`config.mk`:
```
export PLATFORM = sky130hd
export DESIGN_NAME = ehmp_cfg_regs
export DESIGN_NICKNAME = d
export VERILOG_FILES = /design/src/rtl/ehmp_pkg.sv /design/src/rtl/ehmp_cfg_regs.sv
export SDC_FILE = /design/constraint.sdc
export NUM_CORES = 1
export LEC_CHECK = 0
export ABC_CLOCK_PERIOD_IN_PS = 3290
export BUFFER_PORTS_ARGS = -buffer_cell sky130_fd_sc_hd__buf_4
export CAP_MARGIN = 0
export CORE_ASPECT_RATIO = 1.2
export CORE_MARGIN = 1.5
export CORE_UTILIZATION = 51
export DETAILED_ROUTE_END_ITERATION = 6
export GPL_TIMING_DRIVEN = 0
export PLACE_DENSITY_LB_ADDON = 0.25
export SKIP_CTS_REPAIR_TIMING = 1
export SLEW_MARGIN = 20
export SYNTH_ARGS = -nofsm -noshare
export SYNTH_HDL_FRONTEND = slang
export SYNTH_SLANG_ARGS = --single-unit
```
`constraint.sdc`:
```
create_clock -name clk -period 3.29 [get_ports clk]
set_input_delay 0.658 -clock clk [delete_from_list [all_inputs] [get_ports clk]]
set_output_delay 0.658 -clock clk [all_outputs]
set_load 0.05 [all_outputs]
```
`src/rtl/ehmp_pkg.sv`:
```
// Shared types, register codes and constants of the EMA migration policy block.
package ehmp_pkg;

    localparam int RATE_W       = 32;
    localparam int COUNT_W      = 16;
    localparam int COUNT_FIELDS = 4;
    localparam int SCALE_W      = 15;
    localparam int INST_W       = COUNT_W + SCALE_W;

    localparam logic [8:0] WEIGHT_ONE = 9'd256;

    // Register indexes on the configuration port (byte address is four times the index).
    localparam logic [2:0] REG_RATE_SCALE       = 3'd0;
    localparam logic [2:0] REG_SMOOTHING_WEIGHT = 3'd1;
    localparam logic [2:0] REG_HYSTERESIS_RATIO = 3'd2;
    localparam logic [2:0] REG_MIN_RATE_GAP     = 3'd3;
    localparam logic [2:0] REG_MIN_FAULTS       = 3'd4;

    localparam logic [14:0] RST_RATE_SCALE       = 15'd512;
    localparam logic [8:0]  RST_SMOOTHING_WEIGHT = 9'd64;
    localparam logic [7:0]  RST_HYSTERESIS_RATIO = 8'd51;
    localparam logic [15:0] RST_MIN_RATE_GAP     = 16'd26;
    localparam logic [15:0] RST_MIN_FAULTS       = 16'd5;

    // Result status codes.
    localparam logic [1:0] STATUS_FEW     = 2'd0;
    localparam logic [1:0] STATUS_QUIET   = 2'd1;
    localparam logic [1:0] STATUS_KEPT    = 2'd2;
    localparam logic [1:0] STATUS_MIGRATE = 2'd3;

    typedef struct packed {
        logic [14:0] rate_scale;
        logic [8:0]  smoothing_weight;
        logic [7:0]  hysteresis_ratio;
        logic [15:0] min_rate_gap;
        logic [15:0] min_faults;
    } cfg_t;

    typedef struct packed {
        logic              found;
        logic [RATE_W-1:0] peak;
        logic [RATE_W-1:0] cur;
    } rate_res_t;

    typedef enum logic [1:0] {
        ST_CLEAR,
        ST_IDLE,
        ST_RUN,
        ST_DECIDE
    } state_t;

endpackage

```
`src/rtl/ehmp_cfg_regs.sv`:
```
// APB-style configuration register file.
module ehmp_cfg_regs (
    input  logic            clk,
    input  logic            rst_n,
    input  logic            psel,
    input  logic            penable,
    input  logic            pwrite,
    input  logic [4:0]      paddr,
    input  logic [31:0]     pwdata,
    output logic [31:0]     prdata,
    output logic            pready,
    output ehmp_pkg::cfg_t  cfg
);
    import ehmp_pkg::*;

    cfg_t       cfg_reg;
    logic       wr_en;
    logic [2:0] reg_idx;

    assign pready  = 1'b1;
    assign wr_en   = psel && penable && pwrite;
    assign reg_idx = paddr[4:2];
    assign cfg     = cfg_reg;

    always_ff @(posedge clk or negedge rst_n)
    begin
        if (!rst_n)
        begin
            cfg_reg.rate_scale       <= RST_RATE_SCALE;
            cfg_reg.smoothing_weight <= RST_SMOOTHING_WEIGHT;
            cfg_reg.hysteresis_ratio <= RST_HYSTERESIS_RATIO;
            cfg_reg.min_rate_gap     <= RST_MIN_RATE_GAP;
            cfg_reg.min_faults       <= RST_MIN_FAULTS;
        end
        else if (wr_en)
        begin
            case (reg_idx)
                REG_RATE_SCALE:       cfg_reg.rate_scale       <= pwdata[14:0];
                REG_SMOOTHING_WEIGHT: cfg_reg.smoothing_weight <= pwdata[8:0];
                REG_HYSTERESIS_RATIO: cfg_reg.hysteresis_ratio <= pwdata[7:0];
                REG_MIN_RATE_GAP:     cfg_reg.min_rate_gap     <= pwdata[15:0];
                REG_MIN_FAULTS:       cfg_reg.min_faults       <= pwdata[15:0];
                default:              ;
            endcase
        end
    end

    always_comb
    begin
        case (reg_idx)
            REG_RATE_SCALE:       prdata = {17'd0, cfg_reg.rate_scale};
            REG_SMOOTHING_WEIGHT: prdata = {23'd0, cfg_reg.smoothing_weight};
            REG_HYSTERESIS_RATIO: prdata = {24'd0, cfg_reg.hysteresis_ratio};
            REG_MIN_RATE_GAP:     prdata = {16'd0, cfg_reg.min_rate_gap};
            REG_MIN_FAULTS:       prdata = {16'd0, cfg_reg.min_faults};
            default:              prdata = 32'd0;
        endcase
    end

endmodule

```
After elaboration in Yosys (flattened, before gate mapping)
Cells that the tools add are included.

Add/sub/neg operators: 0. Multipliers: 0. Div/mod/pow operators: 0. Magnitude comparators: 0. Equality and inequality tests: 4. Shift-type cells: 0. Mux-type cells: 1. Bitwise operators: 0. Reductions and logical operators: 8.

Operators by type and width (count): 16-bit case mux with 5 select lines (1); 2-bit AND reduction (5); 3-bit by 2-bit == test with 1-bit output (second input constant) (2); 3-bit by 1-bit == test with 1-bit output (second input constant) (1); 3-bit == test (second input constant) (1); 3-bit zero test (1); 1-bit logical AND (2).

Register bits: 64. Latch bits: 0. Memory bits (writable): 0. ROM bits: 0. Input port bits: 42. Output and inout bits: 97. Logic and storage cells: 18. Memories: 0.

Depth between registers and ports, before layout
Gate-level depths: netlist of run 1.

Depth in word-level cells: 3. Depth in mapped cells: 6.

Worst setup path before layout of run 1
OpenSTA, ideal clock, no wires.

Kind: input port to output port. Start: in paddr[4]. End: out prdata[1]. Arrival time: 2379 ps. Setup slack: 253 ps. Cell stages on the path: 5. Cell sequence: buf_2 > nor2b_1 > buf_2 > a22oi_1 > o21ai_0.

Word-level cells in the longest chain between the ends: 2.

RTL lines: start: declaration (line ehmp_cfg_regs.sv:8) `input logic [4:0] paddr,`; 3-bit == test, or another cell as far along (line ehmp_cfg_regs.sv:50) `case (reg_idx)`; 16-bit case mux with 5 select lines * (line ehmp_cfg_regs.sv:50); end: declaration (line ehmp_cfg_regs.sv:10) `output logic [31:0] prdata,`.

Every way passes the cells marked *; elsewhere a longest branch is shown, timed or not.

Worst setup path in the final report of run 1
Start: in paddr[3]. End: out prdata[7].

Same word-level chain as after synthesis.

==> out/qor.yml, run 1 <==
path_clk_slew_ps: 70
rows: 31
slew_viol_final: 0
yosysWarnings: 0
p_total_uw: 3120
die_width_um: 74.3
min_period_over_period_pct: 88.7
drive_gt1_share_pct: 64.0
grt_pass1_vias: 2243
worstPathMaxFanout: 10
endpoint_kind: "output pin"
initial_utilization_pct: 52.1
drt_iter0_markers: 133
cts-htree-levels: 3
syn_avg_cell_area_um2: 13.4
diodes: 0
critPathKind: "in2out"
syn_inst: 232
cts_sinks: 64
fin_skew_ps: 0
antenna_found_initial: 0
cp-start-kind: "input pin"
hold_class: "in2async"
slowest_delay_ps: 670
grt_max_degree: 65
dpl.cell_count: 430
clock_path_buffers: 2
final_cells: 446
final.fill_count: 481
ir_drop_v: 0.000571
yosys.area.top_type: "dfrtp_1"
hold_viol_final: 0
gp_congestion: 0.790
yosys.cell_types.count: 29
arrival_ps: 2260
worst_slew_pin_slew_ps: 798
synth-seq-area-share_pct: 51.9
grt-ovfl-total: 0
dieArea_um2: 6590
crit_chain: "buf_6 -> clkbuf_1 -> nor2_1 -> a32oi_1 -> o21ai_0 -> buf_4"
status: "completed"
routed_wl_um: 7660
tns_ps: 0
final_antenna_net_count: 0
reg2reg_depth: 1
synth.area.top_cells: "dfrtp_1, mux2_2, dfstp_2"
cts_root_buffer: "clkbuf_8"
max_freq_ghz: 0.343
final_nets: 401
finalSetupViolations: 0
grt_pass1_wl_um: 11800
drc: 0
ys_ff_latch: 64
largest_reg_flops: 64
area_delta_synth_final_pct: 36.5
power_density_nw_per_um2: 734
track_usage_pct: 24.6
ios: 139
p_leak_uw: 0.00208
cts_tree: "done"
synth_top_cell_area_share_pct: 42.6
wl_per_cell_um: 17.2
finalCriticalPeriod_ps: 2920
die_h_um: 88.6
cap_violations: 0
first_pass_iters: 4
dpl.hpwl_um: 5220
port-buffer-count: 101
via_count: 2315
required_ps: 2630
slew_headroom_pct: 46.8
synth_area_um2: 3110
design.core.area_um2: 5970
cts_buffers: 9
rsz0062_at_grt: "no"
avgViaCountPerCell: 5.19
slowest_stage: "nor2_1"
clk_latency_ps: 340
[worst max-delay path: cells and delay by family]
kind / cells / cell delay (ps)
and+or+nand+nor: 1 / 670
buffers and inverters: 3 / 590
AOI/OAI and AO/OA: 2 / 330
[final timing paths]
check | to | from | slack [ps]
worst max-delay path | prdata[7] | paddr[3] | 370
worst min-delay path | cfg[18] | rst_n | 400
worst max register to register | cfg[54] | cfg[54] | 2480
worst min register to register | cfg[48] | cfg[48] | 520
max in group asynchronous | cfg[25] | rst_n | 2360
min in group clk | cfg[48] | cfg[48] | 520
[cells in the mapped netlist (all sizes together)]
library cell and number:
nor3 1, nor2b 3, dfrtp 53, nand2 8
nor3b 1, conb 2, dfstp 11, and3 2
or2 1, nor2 4, a32oi 8, a32o 1
and3b 1, o21ai 15, clkbuf 3, mux2i 6
buf 28, inv 1, mux2 73, nand4b 1
a22oi 9
[layout by cell type, fill, tap and decap left out]
master / netlist / routed
o21ai_0: 15 / 15
nand2_1: 8 / 8
clkbuf_2: 1 / 1
dfstp_2: 11 / 11
buf_1: 2 / 2
nor2_4: 1 / 1
inv_2: 1 / 1
a22oi_1: 9 / 9
buf_4: 20 / 121
and3b_1: 1 / 1
or2_1: 1 / 1
nor3b_4: 1 / 1
mux2_1: 1 / 1
a32o_1: 1 / 1
buf_6: 2 / 2
dfrtp_1: 53 / 53
clkinv_2: 0 / 1
a32oi_1: 8 / 8
clkinvlp_4: 0 / 3
nor2_2: 1 / 1
buf_8: 1 / 1
conb_1: 2 / 17
clkbuf_8: 0 / 9
and3_1: 2 / 2
clkinv_4: 0 / 1
clkbuf_1: 2 / 2
buf_2: 3 / 3
mux2_2: 72 / 72
mux2i_1: 6 / 6
nor2_1: 2 / 2
bufinv_16: 0 / 2
nor3_4: 1 / 1
nand4b_4: 1 / 1
nor2b_1: 3 / 3
[cells by family after synthesis]
family	Yosys count	share of synthesized area [%]
flops	64	51.9
compound gates	33	7.15
other cells	2	0.241
mux	79	28.3
buf+inv	32	7.27
simple gates	22	5.14
[cell type report]
type	instances	area, µm²	share of cell area [%]
buffer	31	223	5.24
clock buffer	9	124	2.91
clock inverter	7	96.3	2.27
inverter	1	3.75	0.0883
multi-input combinational	151	1330	31.3
sequential	64	1620	38.0
tap	82	103	2.41
timing repair buffer	101	758	17.8
[report_power, final]
group	internal, µW	total (µW)	switching, µW
logic	417	1290	878
registers	961	1090	127
clock network	426	737	311
total	1800	3120	1320
[stage by stage]
step | hold slack (ps) | instance area, µm² | util [%] | worst slack (ps)
6_report | 402 | 4250 | 71.2 | 371
5_1_grt | 465 | 4250 | 71.2 | 201
4_1_cts | 432 | 4250 | 71.2 | 364
3_5_place_dp | 501 | 4030 | 67.5 | 367
3_3_place_gp | 491 | 4030 | 67.5 | 372
2_1_floorplan | 362 | 3170 | - | 253
[per-layer routing]
metal | wire length (µm) | GRT usage, % | vias to the layer above
li1 | - | - | 1068
met1 | 2910 | 29.0 | 1128
met2 | 4010 | 42.5 | 104
met3 | 567 | 5.47 | 15
met4 | 168 | 11.2 | 0
met5 | 0 | 0 | -
Power figures use the tool's default switching activity.
==> run 2, diff against run 1 <==
BUFFER_PORTS_ARGS = default   (was -buffer_cell sky130_fd_sc_hd__buf_4)
CORE_UTILIZATION = 60   (was 51)
CTS_CLUSTER_DIAMETER = 80   (was default)
DONT_BUFFER_PORTS = 1   (was default)
==> run 2 against run 1 <==
  * Design area fell by 18%
  * Count of clock-buffer cells in the layout rose by 5
  * Hold slack got worse by 390 ps
  * Global-route usage rose by 1.4 points
  * Via count fell by 16%
  * Sequential power rose by 52%
  * Critical path depth fell by 1
  * Clock power fell by 2.8%
  * Register-to-register slack got worse by 260 ps
  * Critical endpoint is now prdata[0]
  * Largest cell class unchanged
  * Largest power group is now sequential cells
==> out/qor.yml, run 2 (synthesis results as in run 1) <==
max_freq_ghz: 0.334  # -2.5%
wl_per_cell_um: 21.5  # +25%
finalCriticalPeriod_ps: 2990  # +75.8 ps
fin_skew_ps: 0  # unchanged
hold_viol_final: 0  # unchanged
slowest_delay_ps: 810  # +140 ps
slew_headroom_pct: 32.6  # -14 points
slew_viol_final: 0  # unchanged
cts-htree-levels: 3  # unchanged
pre_cts_slack_ps: 65.5  # -301 ps
final.fill_count: 372  # -23%
power_density_nw_per_um2: 797  # +8.5%
required_ps: 2630  # about the same
p_total_uw: 2780  # -11%
clk_latency_ps: 340  # about the same
via_count: 1953  # -16%
routed_wl_um: 7020  # -8.4%
die_h_um: 81.9  # -7.5%
initial_utilization_pct: 62.6  # +10 points
cp-start-kind: "input pin"
drt_iter0_markers: 98  # -26%
final_antenna_net_count: 0  # unchanged
antenna_found_initial: 0  # unchanged
endpoint_kind: "output pin"
cts_sinks: 64  # unchanged
cts_root_buffer: "clkbuf_8"
drc: 0  # unchanged
hold_class: "in2async"
grt_pass1_wl_um: 10200  # -13%
cts_tree: "done"
largest_reg_flops: 64  # unchanged
gp_congestion: 0.725  # -8.2%
diodes: 0  # unchanged
final_core_util_pct: 70.3  # -0.91 points
die_width_um: 68.8  # -7.5%
p_leak_uw: 0.00159  # -24%
rsz0062_at_grt: "no"
dieArea_um2: 5630  # -14%
r2r-start: "cfg[24]"
dpl.cell_count: 307  # -29%
rows: 28  # -9.7%
grt_max_degree: 65  # unchanged
track_usage_pct: 26.1  # +1.4 points
layout_commonest_cell: "mux2_2"
grt_pass1_vias: 2005  # -11%
final_cells: 326  # -27%
final_nets: 303  # -24%
arrival_ps: 2340  # +80 ps
avgViaCountPerCell: 5.99  # +15%
clock_path_buffers: 2  # unchanged
ir_drop_v: 0.000526  # -7.9%
cts_buffers: 9  # unchanged
design.core.area_um2: 4970  # -17%
status: "completed"
dpl.hpwl_um: 4770  # -8.7%
slowest_stage: "o21ai_1"
worstPathMaxFanout: 8  # -2
mostFrequentLayoutCells: "mux2_2, dfrtp_1, buf_4, conb_1, o21ai_1"
cap_violations: 0  # unchanged
fin_ws_ps: 295  # -75.8 ps
first_pass_iters: 4  # unchanged
cp-startpoint: "paddr[2]"
crit_family: "compound AO/OA/AOI/OAI gates"
path_clk_slew_ps: 70  # about the same
placed_area_um2: 3250  # -19%
critPathBufInv: 2  # -1
post-route-cell-area_um2: 3500  # -18%
grt-ovfl-total: 0  # unchanged
area_delta_synth_final_pct: 12.3
finalSetupViolations: 0  # unchanged
crit_chain: "clkbuf_2 -> nor2b_1 -> buf_1 -> a22oi_1 -> o21ai_1"
critPathKind: "in2out"
drive_gt1_share_pct: 49.6  # -14 points
worst_slew_pin_slew_ps: 1000  # +207 ps
port-buffer-count: 0  # -100%
min_period_over_period_pct: 91.0  # +2.3 points
ios: 139  # unchanged
run 2: final timing paths:
kind                             end  slack (ps)  cells past startpoint
min                          cfg[35]          10                      0
min in group clk             cfg[48]         460                      1
min reg2reg                  cfg[17]         750                      1
max reg2reg                  cfg[24]        2220                      1
max                        prdata[0]         300                      5
max in group asynchronous    cfg[16]        2450                      1
run 2: power by group:
group	total [µW]	switching, µW	internal (µW)
clock	716	285	432
combinational	413	233	180
sequential	1660	701	955
run 2: routing by layer:
layer	GRT usage, %	vias up	share of wire [%]
li1	-	868	-
met1	29.7	994	39
met2	42.5	82	50
met3	10.5	9	10
met4	11.8	0	1.5
met5	0	-	0
run 2: per-stage QoR:
stage | TNS (ps) | hold slack, ps
after global routing | 0 | -4.06
after global placement | -212 | 364
after CTS | 0 | -5.06
after detailed placement | 0 | 364
after floorplan | 0 | 362
final | 0 | 10.0
run 2: cell type report:
class	instances	area (µm²)	share of cell area [%]
flip-flops and latches	64	1620	46.2
multi-input cells	151	1330	38.1
plain buffers	31	223	6.37
clock buffers	14	183	5.23
well taps	60	75.1	2.15
clock inverters	2	35.0	1.00
repair buffers	3	30.0	0.859
inverters	1	3.75	0.107
==> run 3, diff against run 2 <==
CORE_ASPECT_RATIO = 0.7   (was 1.2)
MAX_ROUTING_LAYER = met4   (was default)
==> run 3 against run 2 <==
  * Sequential share of layout area hardly changed
  * Flip-flop and latch count did not move
  * Via count increased by 2.2%
  * Worst setup slack got worse by 180 ps
  * Total power increased by 0.89%
  * Design area about the same
  * Critical path depth stayed put
==> out/qor.yml, run 3 (synthesis results as in run 1) <==
cts_tree: "done"
gp_congestion: 0.766  # +5.6%
port-buffer-count: 0  # unchanged
layout_commonest_cell: "mux2_2"
track_usage_pct: 28.1  # +2.0 points
p_leak_uw: 0.00159  # -0.31%
rsz0062_at_grt: "no"
post-route-cell-area_um2: 3500  # about the same
mostFrequentLayoutCells: "mux2_2, dfrtp_1, buf_4, conb_1, o21ai_1"
cts-htree-levels: 3  # unchanged
cts_buffers: 9  # unchanged
cp-start-kind: "input pin"
path_clk_slew_ps: 70  # about the same
cts_root_buffer: "clkbuf_8"
drt_iter0_markers: 121  # +23%
die_h_um: 63.3  # -23%
grt_pass1_vias: 2043  # +1.9%
required_ps: 2630  # about the same
fin_skew_ps: 0  # unchanged
arrival_ps: 2520  # +180 ps
endpoint_kind: "output pin"
power_density_nw_per_um2: 803  # +0.81%
use_met2_pct: 40.9  # -1.6 points
drive_gt1_share_pct: 49.2  # -0.38 points
grt-ovfl-total: 0  # unchanged
dieArea_um2: 5640  # about the same
slew_viol_final: 0  # unchanged
initial_utilization_pct: 63.7  # +1.1 points
rows: 21  # -25%
tns_ps: 0  # unchanged
grt.busiest_layer: "met2"
antenna_found_initial: 0  # unchanged
hold_viol_final: 0  # unchanged
finalCriticalPeriod_ps: 3180  # +184 ps
worst_slew_pin_slew_ps: 1050  # +47.0 ps
wl_per_cell_um: 22.2  # +3.3%
first_pass_iters: 4  # unchanged
placed_area_um2: 3260  # +0.35%
max_freq_ghz: 0.315  # -5.8%
clk_latency_ps: 330  # about the same
drc: 0  # unchanged
status: "completed"
dpl.hpwl_um: 5110  # +7.1%
dpl.cell_count: 316  # +2.9%
grt_max_degree: 65  # unchanged
cts_sinks: 64  # unchanged
cap_violations: 0  # unchanged
final_nets: 301  # -0.66%
grt_pass1_wl_um: 11000  # +7.6%
min_period_over_period_pct: 96.6  # +5.6 points
use_met1_pct: 37.1  # +7.4 points
slew_headroom_pct: 29.4  # -3.2 points
hold_class: "in2async"
grt_use_met3_pct: 11.4  # +0.85 points
avgViaCountPerCell: 5.99  # about the same
diodes: 0  # unchanged
ios: 139  # unchanged
critPathKind: "in2out"
finalSetupViolations: 0  # unchanged
final_cells: 333  # +2.1%
area_delta_synth_final_pct: 12.3  # about the same
p_total_uw: 2810  # +0.89%
ir_drop_v: 0.000468  # -11%
worstPathMaxFanout: 10  # +2
routed_wl_um: 7410  # +5.5%
largest_reg_flops: 64  # unchanged
timing.hold.ws_ps: 163  # +153 ps
die_width_um: 89.1  # +30%
via_count: 1996  # +2.2%
final_antenna_net_count: 0  # unchanged
clock_path_buffers: 2  # unchanged
design.core.area_um2: 4890  # -1.8%
==> run 3: cell types whose count changed in the layout (fill, tap and decap cells not counted), sizes merged <==
cell         change
buf              +1
bufinv           +1
dlygate4sd3      -3
clkbuf           -1
==> run 3: power breakdown <==
| part | internal (µW) | switching, µW | leakage (µW) |
|---|---|---|---|
| sequential | 955 | 706 | 0.000792 |
| clock | 447 | 274 | 0.000108 |
| combinational | 181 | 246 | 0.000685 |
==> run 3: per-layer routing <==
| metal | routed length [µm] | vias to the layer above |
|---|---|---|
| li1 | - | 859 |
| met3 | 650 | 5 |
| met2 | 3620 | 87 |
| met1 | 3100 | 1045 |
| met4 | 39 | 0 |
| met5 | 0 | - |
==> run 3: path summary, 6_finish.rpt <==
check / slack, ps / end / from / cells after the start
setup / recovery: 110 / prdata[7] / paddr[3] / 5
hold / removal: 160 / cfg[37] / rst_n / 0
setup reg to reg: 2210 / cfg[55] / cfg[55] / 1
hold reg to reg: 750 / cfg[17] / cfg[17] / 1
max in group asynchronous: 2880 / cfg[60] / rst_n / 1
min in group clk: 470 / cfg[48] / pwdata[8] / 1
==> run 3: layout make-up <==
cell class / count / area (µm²)
multi-input combinational: 151 / 1330
clock buffer: 13 / 149
fill: 359 / 1390
clock inverter: 3 / 65.1
tap: 69 / 86.3
inverter: 1 / 3.75
buffer: 31 / 223
sequential: 64 / 1620
timing repair buffer: 1 / 27.5
==> run 3: critical path: stages <==
cell and delay [ps]:
buf_6 110, clkbuf_1 270, nor2_1 680, a32oi_1 200, o21ai_1 590
==> run 3: metrics by stage <==
stage / worst slack, ps / util [%]
6_report: 111 / 71.6
5_1_grt: 32.1 / 71.6
4_1_cts: 155 / 71.0
3_5_place_dp: 163 / 66.6
3_3_place_gp: -78.3 / 66.6
2_1_floorplan: 253 / -
